[config.mk]
export PLATFORM = sky130hd
export DESIGN_NAME = binary_to_packed_bcd
export DESIGN_NICKNAME = d
export VERILOG_FILES = /design/src/design/bpb_pkg.sv /design/src/design/binary_to_packed_bcd.sv
export SDC_FILE = /design/constraint.sdc
export NUM_CORES = 2
export LEC_CHECK = 0
export CAP_MARGIN = 20
export CELL_PAD_IN_SITES_DETAIL_PLACEMENT = 0
export CELL_PAD_IN_SITES_GLOBAL_PLACEMENT = 2
export CORE_UTILIZATION = 40
export CTS_CLUSTER_DIAMETER = 120
export DETAILED_ROUTE_END_ITERATION = 8
export DONT_BUFFER_PORTS = 1
export PLACE_DENSITY = 0.91
export SKIP_CTS_REPAIR_TIMING = 1
export SYNTH_ARGS = -nofsm -noshare
export SYNTH_HDL_FRONTEND = slang
export SYNTH_SLANG_ARGS = --single-unit
[constraint.sdc]
create_clock -name clk -period 7.1 [get_ports clk]
set_input_delay 1.42 -clock clk [delete_from_list [all_inputs] [get_ports clk]]
set_output_delay 1.42 -clock clk [all_outputs]
set_load 0.01 [all_outputs]
[src/design/bpb_pkg.sv]
// ----------------------------------------------------------------------------
// Binary to packed BCD package
// Widths, count tables and the shift-and-add-3 digit correction used by the
// converter pipeline.
// ----------------------------------------------------------------------------
package bpb_pkg;

	localparam int VALUE_W       = 64;
	localparam int LEN_W         = 4;
	localparam int BYTE_W        = 8;
	localparam int DIGIT_W       = 4;
	localparam int NUM_DIGITS    = 20;
	localparam int BCD_W         = NUM_DIGITS * DIGIT_W;
	localparam int BCD_LOW_W     = 64;
	localparam int BCD_HIGH_W    = BCD_W - BCD_LOW_W;
	localparam int DIGIT_COUNT_W = 5;
	localparam int BYTE_COUNT_W  = 4;

	typedef logic [BCD_W-1:0]         bcd_t;
	typedef logic [BYTE_W-1:0]        byte_t;
	typedef logic [LEN_W-1:0]         len_t;
	typedef logic [DIGIT_COUNT_W-1:0] digit_count_t;
	typedef logic [BYTE_COUNT_W-1:0]  byte_count_t;

	// Digits needed for the largest value of each byte length.
	function automatic digit_count_t digits_for_len(input len_t len);
		digit_count_t d;
		unique case (len)
			4'd1:    d = 5'd3;
			4'd2:    d = 5'd5;
			4'd3:    d = 5'd8;
			4'd4:    d = 5'd10;
			4'd5:    d = 5'd13;
			4'd6:    d = 5'd15;
			4'd7:    d = 5'd17;
			4'd8:    d = 5'd20;
			default: d = 5'd0;
		endcase
		return d;
	endfunction

	// Packed BCD bytes for each byte length.
	function automatic byte_count_t bytes_for_len(input len_t len);
		byte_count_t b;
		unique case (len)
			4'd1:    b = 4'd2;
			4'd2:    b = 4'd3;
			4'd3:    b = 4'd4;
			4'd4:    b = 4'd5;
			4'd5:    b = 4'd7;
			4'd6:    b = 4'd8;
			4'd7:    b = 4'd9;
			4'd8:    b = 4'd10;
			default: b = 4'd0;
		endcase
		return b;
	endfunction

	// One double-dabble step: correct every digit of five or more by adding
	// three, then shift the next binary bit in at the bottom.
	function automatic bcd_t dabble_step(input bcd_t bcd, input logic bit_in);
		bcd_t fixed;
		fixed = bcd;
		for (int k = 0; k < NUM_DIGITS; k++) begin
			if (bcd[k*DIGIT_W +: DIGIT_W] >= 4'd5)
				fixed[k*DIGIT_W +: DIGIT_W] = bcd[k*DIGIT_W +: DIGIT_W] + 4'd3;
		end
		return {fixed[BCD_W-2:0], bit_in};
	endfunction

	// Eight steps, most significant bit of the byte first.
	function automatic bcd_t dabble_byte(input bcd_t bcd, input byte_t b);
		bcd_t acc;
		acc = bcd;
		for (int i = BYTE_W - 1; i >= 0; i--)
			acc = dabble_step(acc, b[i]);
		return acc;
	endfunction

endpackage

[src/design/binary_to_packed_bcd.sv]
// ----------------------------------------------------------------------------
// Binary to packed BCD converter
// Pipelined double-dabble conversion of a 1 to 8 byte binary value into
// twenty packed BCD digits, with digit and byte counts.
// ----------------------------------------------------------------------------
// A beat is taken whenever start is high; busy is always low, so a new value
// may be issued every cycle. Each beat comes out after the masking stage and
// every conversion stage as a one-cycle done strobe with bcd_low, bcd_high,
// digit_count and byte_count; the receiver cannot stall, so results must be
// captured on that cycle. The first stage masks the bytes beyond length_bytes
// and looks up the counts; each following stage shifts one input byte into
// the BCD digits (eight shift-and-add-3 steps).
// A length of zero or above MAX_INPUT_BYTES yields all zeros.
module binary_to_packed_bcd #(
	parameter int MAX_INPUT_BYTES = 8
) (
	input  logic                               clk,
	input  logic                               arst_n,
	input  logic                               start,
	output logic                               busy,
	input  logic [bpb_pkg::VALUE_W-1:0]        value_in,
	input  logic [bpb_pkg::LEN_W-1:0]          length_bytes,
	output logic                               done,
	output logic [bpb_pkg::BCD_LOW_W-1:0]      bcd_low,
	output logic [bpb_pkg::BCD_HIGH_W-1:0]     bcd_high,
	output logic [bpb_pkg::DIGIT_COUNT_W-1:0]  digit_count,
	output logic [bpb_pkg::BYTE_COUNT_W-1:0]   byte_count
);

	localparam int NB = MAX_INPUT_BYTES * bpb_pkg::BYTE_W;

	// Stage 1: masking and count lookup.
	logic                        valid_s1;
	logic [NB-1:0]               bin_s1;
	bpb_pkg::digit_count_t       dig_s1;
	bpb_pkg::byte_count_t        byt_s1;

	// Conversion stages, one input byte each; index 0 is stage 2.
	logic                        valid_sx [MAX_INPUT_BYTES];
	logic [NB-1:0]               bin_sx   [MAX_INPUT_BYTES];
	bpb_pkg::bcd_t               bcd_sx   [MAX_INPUT_BYTES];
	bpb_pkg::digit_count_t       dig_sx   [MAX_INPUT_BYTES];
	bpb_pkg::byte_count_t        byt_sx   [MAX_INPUT_BYTES];

	logic                        len_ok;
	logic [NB-1:0]               masked;

	assign busy   = 1'b0;
	assign len_ok = (length_bytes != '0) &&
		(length_bytes <= bpb_pkg::LEN_W'(MAX_INPUT_BYTES));

	always_comb begin
		masked = value_in[NB-1:0];
		for (int b = 0; b < MAX_INPUT_BYTES; b++) begin
			if (!len_ok || (bpb_pkg::LEN_W'(b) >= length_bytes))
				masked[b*bpb_pkg::BYTE_W +: bpb_pkg::BYTE_W] = '0;
		end
	end

	always_ff @(posedge clk or negedge arst_n) begin
		if (!arst_n) begin
			valid_s1 <= 1'b0;
		end else begin
			valid_s1 <= start;
		end
	end

	always_ff @(posedge clk) begin
		bin_s1 <= masked;
		dig_s1 <= len_ok ? bpb_pkg::digits_for_len(length_bytes) : '0;
		byt_s1 <= len_ok ? bpb_pkg::bytes_for_len(length_bytes) : '0;
	end

	for (genvar s = 0; s < MAX_INPUT_BYTES; s++) begin : g_stage
		logic                  valid_in;
		logic [NB-1:0]         bin_in;
		bpb_pkg::bcd_t         bcd_in;
		bpb_pkg::digit_count_t dig_in;
		bpb_pkg::byte_count_t  byt_in;

		if (s == 0) begin : g_first
			assign valid_in = valid_s1;
			assign bin_in   = bin_s1;
			assign bcd_in   = '0;
			assign dig_in   = dig_s1;
			assign byt_in   = byt_s1;
		end else begin : g_next
			assign valid_in = valid_sx[s-1];
			assign bin_in   = bin_sx[s-1];
			assign bcd_in   = bcd_sx[s-1];
			assign dig_in   = dig_sx[s-1];
			assign byt_in   = byt_sx[s-1];
		end

		always_ff @(posedge clk or negedge arst_n) begin
			if (!arst_n) begin
				valid_sx[s] <= 1'b0;
			end else begin
				valid_sx[s] <= valid_in;
			end
		end

		// The most significant remaining byte is consumed, the rest moves up.
		always_ff @(posedge clk) begin
			bcd_sx[s] <= bpb_pkg::dabble_byte(bcd_in, bin_in[NB-1 -: bpb_pkg::BYTE_W]);
			bin_sx[s] <= bin_in << bpb_pkg::BYTE_W;
			dig_sx[s] <= dig_in;
			byt_sx[s] <= byt_in;
		end
	end

	assign done        = valid_sx[MAX_INPUT_BYTES-1];
	assign bcd_low     = bcd_sx[MAX_INPUT_BYTES-1][bpb_pkg::BCD_LOW_W-1:0];
	assign bcd_high    = bcd_sx[MAX_INPUT_BYTES-1][bpb_pkg::BCD_W-1:bpb_pkg::BCD_LOW_W];
	assign digit_count = dig_sx[MAX_INPUT_BYTES-1];
	assign byte_count  = byt_sx[MAX_INPUT_BYTES-1];

endmodule
# After elaboration in Yosys (flattened, before gate mapping)
# Memories as Yosys holds them, arrays and structs flattened. A register that Yosys moved wholly into a read port is not among the register bits.
# Cells that the tools add are included.
# W data, S select, Z words.
[word_totals]
wordCells = 3489
memories = 6
mem_bits_ro = 144
mem_bits_rw = 1160
inputBits = 71
register_bits = 73
output_inout_bits = 91
[classes]
n_reduce_logical = 13
n_addsub = 1148
n_lt_le_gt_ge = 1157
muxes = 1148
[mem_list]
columns = ["name", "depth", "width", "rd", "rd_clocked_by_memory_dff", "wr", "line_no", "rtl"]
rows = [
  ["bcd_sx", 8, 80, 8, 0, 8, "binary_to_packed_bcd.sv:41", "bpb_pkg::bcd_t bcd_sx [MAX_INPUT_BYTES];"],
  ["bin_sx", 8, 56, 7, 0, 8, "binary_to_packed_bcd.sv:40", "logic [NB-1:0] bin_sx [MAX_INPUT_BYTES];"],
  ["(name not given)", 16, 5, 1, 1, 0, "bpb_pkg.sv:28", "unique case (len)"],
  ["(name not given)", 16, 4, 1, 1, 0, "bpb_pkg.sv:45", "unique case (len)"],
  ["dig_sx", 8, 5, 8, 0, 8, "binary_to_packed_bcd.sv:42", "bpb_pkg::digit_count_t dig_sx [MAX_INPUT_BYTES];"],
  ["byt_sx", 8, 4, 8, 0, 8, "binary_to_packed_bcd.sv:43", "bpb_pkg::byte_count_t byt_sx [MAX_INPUT_BYTES];"],
]
[ops]
columns = ["cell", "count"]
rows = [
  ["$ge A4 B3 Y1 const B", 1141],
  ["$add A4 B2 Y4 const B", 1085],
  ["$mux W4", 1085],
  ["$mux W3", 63],
  ["$add A3 B2 Y3 const B", 56],
  ["$add A1 B2 Y3 const AB", 6],
  ["$ge A1 B3 Y1 const AB", 6],
  ["$ge A3 B4 Y1 const A", 4],
  ["$ge A1 B4 Y1 const A", 2],
  ["$ge A2 B4 Y1 const A", 2],
  ["$logic_or A1 B1 Y1", 8],
  ["$le A4 B4 Y1 const B", 1],
  ["$reduce_bool A4 Y1", 1],
  ["$add A1 B2 Y3 const B", 1],
  ["$ge A1 B3 Y1 const B", 1],
  ["$logic_not A1 Y1", 3],
  ["$logic_and A1 B1 Y1", 1],
]

# Logic depth before layout (Yosys ltp)
# An unclocked memory read counts as a cell.
[logic_depth]
ltp_word = 17
ltp_mapped = 39
mapped_depth_nobuf = 37

# Worst setup path after synthesis
# No wires, ideal clock.
[synth_timing]
path_kind = "register to register"
startpoint = "mem bcd_sx[1][228] (netlist name)"
endpoint = "mem bcd_sx[1][318] (netlist name)"
path_buffers = 0
slack_ns = 0.866
synth_period_minus_slack_ns = 6.234
arrival_time_ns = 6.162
path_stages_with_launch = 37
setup_time_ns = 0.072
path_cell_list = "dfxtp_1 inv_1 ha_1 nand2b_1 or3b_2 and2_1 nand2_1 ha_1 a21oi_1 inv_1 and3_1 nor2_1 ha_1 inv_1 a211oi_1 a211o_1 a21oi_1 o21ai_0 xnor2_1 nand2b_1 ha_1 a21o_1 xnor2_1 ha_1 inv_1 a21oi_1 nor2_1 mux2_2 ha_1 nand2b_1 nand2_1 nand2_1 mux2i_1 ha_1 nand2b_1 a21oi_1 mux2i_1"
[synth_rtl]
columns = ["element", "line_no"]
rows = [
  ["start, declared", "binary_to_packed_bcd.sv:41"],
]

==> out/metrics.cfg <==
[worst_hold_path]
min_to = bin_sx[6][53]$_DFF_P_
hold_path.class = reg -> reg
hold_depth = 0
min-delay-start = bin_sx[5][45]$_DFF_P_

[grt]
antenna_found_initial = 6
grt_overflow = 0
grt_usage = 0.163
grt_pass1_wl_um = 339000
grt_max_degree = 29
grt_pass1_vias = 77100

[sta]
hold_slack_ps = 310
tightest_slew_ps = 1160
setup_viol = 0
finalWorstSetupSlack_ps = 441
finalCriticalPeriod_ps = 6660
post-route-period-util = 0.938
fmax_mhz = 150
slew_headroom = 0.230
fin_skew_ps = 64.7
drv_slew = 0
report.final.hold_viol_count = 0

[die]
num_rows = 174
die_y_um = 478
io_pins = 162
coreArea_um2 = 225000
dieArea_um2 = 228000
start_util = 0.403
die_x_um = 478

[placed_design]
place.detailed.hpwl_um = 152000
port_buffers = 0
place_congestion = 0.816
place_area_um2 = 93100
pre_cts_ws_ps = 241

[synthesis]
synth_nets = 12800
synthDistinctLibCells = 159
synth_edf_count = 0
ys_seq_area_frac = 0.167
syn_area_per_cell_um2 = 7.45
netlist_area_um2 = 90500
syn-instance-count = 12200
ys_async_sr_fraction = 0.0120
synth_ff_type = dfxtp_1
yosys_warnings = 0
ys_seq_elements = 752

[worst_setup_path]
critPathLaunchType = flip-flop
critPathRequiredTime_ps = 7710
path_class = reg -> reg
crit_family = compound AO/OA/AOI/OAI gates
slowest_delay_ps = 480
slowest_stage = o311ai_2
end_kind = flip-flop
timing.rr.start = bcd_sx[1][28]$_DFF_P_
arrival_ps = 7260
reg2regPathDepth = 29
r2r_slack_ps = 440
path_common_cell = ha_1
critPathMaxFanout = 9
r2r_end = bcd_sx[1][119]$_DFF_P_
crit_buf_inv = 3

[cts]
cts_htree_levels = 3
clk_pin_slew_worst_paths_ps = 60
cts_max_path_buffers = 3
cts_made_buffers = 98
clk_latency_ps = 780
cts_tree = done
cts_root_buffer = clkbuf_16
cts.sinks = 752

[drt]
drtPass1Iterations = 8
drcViolationCount = 88
wirelength_um = 197000
postRouteAntennaNets = 0
viasPerCell = 5.64
vias = 85100
drt_iter0_drc = 4572
wl_per_cell_um = 13.1

[flow_run]
max_cap_violations = 0

[layout]
drive_gt1_frac = 0.118
fillers = 22400
area_growth_syn_to_layout_pct = 7.70
layout.nets = 12700
stdcell_area_um2 = 97500
regArea_um2 = 15100
post-route-util = 0.434
multi_input_area_um2 = 71100

[status]
violations = DRC
status = complete, but fails checks

[cells by family (layout without fill, tap and decap cells)]
group	count (synthesis)	count (layout)	share of synthesized area
flip-flops	752	752	0.167
other	1	5	0.0000414
AO/OA/AOI/OAI	4439	4439	0.339
adder cells (fa/ha/maj)	619	619	0.0845
buffers and inverters	1229	1151	0.0557
AND/OR/NAND/NOR	3895	3895	0.210
XOR/XNOR	601	601	0.0695
multiplexers	624	624	0.0741
[stage by stage]
| step | setup TNS (ps) | instances |
|---|---|---|
| detailed placement | 0 | 14900 |
| CTS | 0 | 15100 |
| floorplan | 0 | 12200 |
| global placement | 0 | 14900 |
| finish | 0 | 15100 |
| global route | -474 | 15100 |
[metal layers]
layer  share of wire  global-route usage  vias up  routed length [um]
li1                -                   -    44500                   -
met1            0.48               0.206    39400               94300
met2            0.48               0.293     1007               94300
met3           0.026              0.0169      186                5160
met4           0.017              0.0381        0                3430
met5               0                   0        -                   0
[final cells by class]
type                       instances  share of cell area
inverter                         869              0.0335
antenna                            4            0.000103
timing repair buffer              98             0.00757
multi-input combinational      10200               0.730
tap                             2992              0.0384
clock buffer                     128              0.0281
clock inverter                    56             0.00798
sequential                       752               0.155
[synthesized netlist by cell type (169+ instances only)]
| cell type | instances | area [um^2] |
|---|---|---|
| a211oi_1 | 207 | 1550 |
| a21o_1 | 182 | 1370 |
| a21oi_1 | 923 | 4620 |
| a31oi_1 | 195 | 1220 |
| clkbuf_1 | 201 | 754 |
| dfxtp_1 | 743 | 14900 |
| ha_1 | 581 | 7270 |
| inv_1 | 791 | 2970 |
| mux2_2 | 231 | 2600 |
| mux2i_1 | 359 | 3590 |
| nand2_1 | 975 | 3660 |
| nand2b_1 | 279 | 1750 |
| nand3_1 | 235 | 1180 |
| nor2_1 | 1091 | 4100 |
| nor2b_1 | 181 | 1130 |
| nor3_1 | 336 | 1680 |
| o211ai_1 | 181 | 1360 |
| o21a_1 | 169 | 1270 |
| o21ai_0 | 767 | 3840 |
| o21ai_1 | 294 | 1470 |
| xnor2_1 | 326 | 2860 |
[sequential cells by signal, indices dropped and copies added (netlist names), 4 cells and up]
| name | count |
|---|---|
| bcd_sx | 374 |
| bin_s1 | 64 |
| bin_sx | 224 |
| byt_s1 | 4 |
| byt_sx | 32 |
| dig_s1 | 5 |
| dig_sx | 40 |
| g_stage.valid_in | 8 |
[placed cells by master (no fill, tap or decap), types with 116 or more instances in the layout]
master and count:
a211oi_1 199, a21o_1 181, a21oi_1 909, a31oi_1 182, and2_1 167, dfxtp_1 743, ha_1 579, inv_1 791
mux2_2 230, mux2i_1 350, nand2_1 975, nand2b_1 279, nand3_1 235, nor2_1 1087, nor2b_1 180, nor3_1 332
o211ai_1 181, o21a_1 169, o21ai_0 764, o21ai_1 289, o22ai_1 126, xnor2_1 305, xnor2_2 116, xor2_1 142
[worst max-delay path by stage]
stage / end / cells past startpoint / start / slack, ps
finish: bcd_sx[1][119]$_DFF_P_ / 29 / bcd_sx[1][28]$_DFF_P_ / 440
global route: bcd_sx[1][119]$_DFF_P_ / 28 / bcd_sx[1][28]$_DFF_P_ / -80
CTS: bcd_sx[1][276]$_DFF_P_ / 30 / bcd_sx[1][184]$_DFF_P_ / 170
detailed placement: bcd_sx[0][278]$_DFF_P_ / 35 / bcd_sx[0][189]$_DFF_P_ / 240
global placement: bcd_sx[0][278]$_DFF_P_ / 35 / bcd_sx[0][188]$_DFF_P_ / 380
floorplan: bcd_sx[1][318]$_DFF_P_ / 36 / bcd_sx[1][228]$_DFF_P_ / 870
Power is not shown: default switching activity piles up to over one toggle a cycle in this logic, so the estimate is an artifact.
